==> src/sv/drl_ram.sv <==
`timescale 1ns / 1ps
// Generic simple dual-port RAM with registered read.
module drl_ram #(
    parameter int WIDTH = 16,
    parameter int DEPTH = 64,
    parameter int AW    = (DEPTH > 1) ? $clog2(DEPTH) : 1
) (
    input  logic             i_clk,
    input  logic             i_we,
    input  logic [AW-1:0]    i_waddr,
    input  logic [WIDTH-1:0] i_wdata,
    input  logic             i_re,
    input  logic [AW-1:0]    i_raddr,
    output logic [WIDTH-1:0] o_rdata
);
    logic [WIDTH-1:0] r_mem [DEPTH];
    logic [WIDTH-1:0] r_rdata;

    always_ff @(posedge i_clk) begin
        if (i_we) begin
            r_mem[i_waddr] <= i_wdata;
        end
        if (i_re) begin
            r_rdata <= r_mem[i_raddr];
        end
    end

    assign o_rdata = r_rdata;
endmodule

==> config.mk <==
export PLATFORM = sky130hd
export DESIGN_NAME = drl_ram
export DESIGN_NICKNAME = d
export VERILOG_FILES = /design/src/sv/drl_ram.sv
export SDC_FILE = /design/constraint.sdc
export NUM_CORES = 1
export LEC_CHECK = 0
export BUFFER_PORTS_ARGS = -buffer_cell sky130_fd_sc_hd__buf_4
export CORE_UTILIZATION = 25
export CTS_CLUSTER_DIAMETER = 120
export DETAILED_ROUTE_END_ITERATION = 10
export GPL_TIMING_DRIVEN = 0
export PLACE_DENSITY_LB_ADDON = 0.2
export SYNTH_ARGS = -nofsm -noshare
export SYNTH_HDL_FRONTEND = slang
export SYNTH_SLANG_ARGS = --single-unit
export TNS_END_PERCENT = 100
==> constraint.sdc <==
create_clock -name i_clk -period 3.6 [get_ports i_clk]
set_clock_uncertainty 0.2 [all_clocks]
set_input_delay 0.72 -clock i_clk [delete_from_list [all_inputs] [get_ports i_clk]]
set_output_delay 0.72 -clock i_clk [all_outputs]
set_load 0.05 [all_outputs]
==> metrics <==
detailed-route wire length per cell=27.6 um; commonest non-fill, non-tap cell in the layout=edfxtp_1; Unique masters post-synth=42; Leakage Power=14.8 nW; post-route ant nets=0; crit path cell chain=buf_2 -> buf_4 -> buf_2 -> mux4_2 -> mux2i_1 -> a22oi_1 -> a31oi_1 -> a311oi_1; drt drc=0; Multi-input gate area=0.00842 mm2; final hold viol count=0; DRT Pass-1 Iters=5; CTS H-Tree Depth=3; worst hold slack=178 ps; YS warnings=0; Vias=19,690; Clock Path Buffers=3; setup ws final=28.8 ps; Worst Path Buf+Inv=3; GR met2 Demand/Resource=a little under a quarter; met3 usage=under 10%; cells after synthesis=1,829; final setup fails=0; Seq cells post-synth=1,040; RSZ-0062 raised after global routing=false; setup TNS=0 ps; critical path endpoint category=flip-flop; crit path DAT=3750 ps; critical path's top delay family=compound AO/OA/AOI/OAI gates; io pins=47; min-delay worst type=in2reg; initial core utilization=25.3%; Tot GR Track Use=14.3%; max incr delay on CP=around 710 ps; Hold Buf Count CTS=0; Place WS=-731 ps; register area share after synthesis=77.7%; most used cell, CP=buf_2; crit path time final=~3600 ps; GR peak layer=met2; commonest cells after routing, fill and taps aside=edfxtp_1, mux4_2, clkbuf_16; Max-Slew Margin vs Limit=about a quarter; CP Launch Type=input pin; Final period util=99.2%; Core ar.=0.159 mm2; DRT iter0 DRCs=1,886; Horiz. Die Dim=403 um; design area=about 0.048 mm2; clock sink count=about 1,000; share of post-route cells with drive strength above 1=30.3%; Max VDD drop=0.000348 V; dpl cell area=0.0444 mm2; Critical-path top delay cell=a31oi_1; Setup Buffers After CTS=0; WS Path Type=in2reg; placement row count=146; Die Area=0.162 mm2; TritonCTS Buffers=110; first-pass GRT wire length=approximately 160,000 um; Die Y=403 um; Reg clk slew, reported paths=60 ps; post-synthesis cell area=0.0402 mm2; post_cts resized=0; Area Overhead vs Synth=19.2%; initial antenna violation count=11; drt total wl=~120,000 um; RD Place Congestion=0.797; CTS tree=done; Worst-Margin Slew=1140 ps; run status=completed; Fmax=0.280 GHz; GRT overflow=0; I/O Buffers=39; clk_lat worst skew=710 ps; vias in the first global route=roughly 20,000; largest net degree at the start of global routing=65; Power Density=541 mW/mm2; final slew viol count=0; Max-Cap Viols=0; Worst EP required=3780 ps; syn nets=1,860; dpl hpwl=78,500 um; Global Route met1 Usage=20.0%; Final nets=2,075; CP max FO=10; synthesized area per cell=around 22 um2; Sequential cell area=between 0.03 and 0.04 mm2; post-DR vias/cell=4.67; Root Buffer=clkbuf_16; Fillers=15,347
-- layout make-up --
class,instances,share of cell area (%)
repair buffers,103,3.06
flip-flops and latches,1040,65.2
plain buffers,104,1.53
multi-input cells,685,17.6
clock inverters,65,1.08
well taps,2072,5.41
clock buffers,135,6.12
diodes,8,0.0418
-- worst register-to-register path, stage by stage (launching register included) --
cell	delay, ps
edfxtp_1	360
mux4_2	480
mux2i_1	480
a22oi_1	180
a31oi_1	710
a311oi_1	230
-- cells in the mapped netlist (all sizes together) --
cell type | n | area share (%)
nand2b | 3 | 0.047
a41oi | 5 | 0.11
nand2 | 60 | 0.58
a211oi | 8 | 0.15
nor2b | 30 | 0.47
mux2 | 27 | 0.76
clkbuf | 27 | 0.27
and4 | 5 | 0.11
a311oi | 8 | 0.17
mux2i | 85 | 2.1
mux4 | 224 | 13
nor4 | 3 | 0.093
nand4 | 12 | 0.19
o21ai | 8 | 0.10
a221o | 6 | 0.15
edfxtp | 1040 | 78
a22o | 6 | 0.13
or3b | 1 | 0.022
a31oi | 8 | 0.12
nand3 | 24 | 0.30
nor3 | 2 | 0.025
nand4b | 1 | 0.022
nand3b | 2 | 0.037
a211o | 8 | 0.17
a22oi | 39 | 0.73
a221oi | 16 | 0.35
nor2 | 74 | 0.70
a21oi | 17 | 0.21
or3 | 1 | 0.016
and2 | 2 | 0.031
buf | 77 | 1.6
-- sequential cells by signal, indices dropped and copies added (netlist names) --
signal / flops
r_mem: 1024
o_rdata: 16
-- layer usage --
layer / up-vias / share of wire (%) / wire (um)
li1: 8177 / - / -
met1: 10763 / 45 / 52200
met2: 587 / 47 / 54900
met3: 159 / 5.6 / 6540
met4: 4 / 2.4 / 2750
met5: - / 0.027 / 32
-- through the flow --
step / total power, mW / util (%) / std cells
after detailed placement: 15.2 / 28.0 / 4004
after floorplan: 14.5 / - / 1829
final: 25.9 / 30.1 / 4212
after CTS: 26.2 / 30.1 / 4204
after global routing: 26.7 / 30.1 / 4204
after global placement: 15.2 / 27.1 / 3940
-- logic make-up after synthesis --
kind of cell | after synthesis | share of synthesized area, %
flops | 1040 | 77.7
mux | 336 | 15.5
simple gates | 220 | 2.64
compound gates | 129 | 2.40
buf+inv | 104 | 1.82
-- final timing paths --
check	startpoint	endpoint	slack, ps	cells past startpoint
max	i_raddr[2]	o_rdata[11]$_DFFE_PP_	30	8
min	i_re	o_rdata[2]$_DFFE_PP_	180	1
max reg2reg	r_mem[23][11]$_DFFE_PP_	o_rdata[11]$_DFFE_PP_	670	5
min reg2reg	r_mem[38][10]$_DFFE_PP_	o_rdata[10]$_DFFE_PP_	890	4
-- power by group --
| group | switching [mW] | internal [mW] |
|---|---|---|
| clock network | 4.67 | 6.31 |
| registers | 0.0214 | 13.4 |
| logic | 1.01 | 0.483 |
Power figures use the tool's default switching activity.
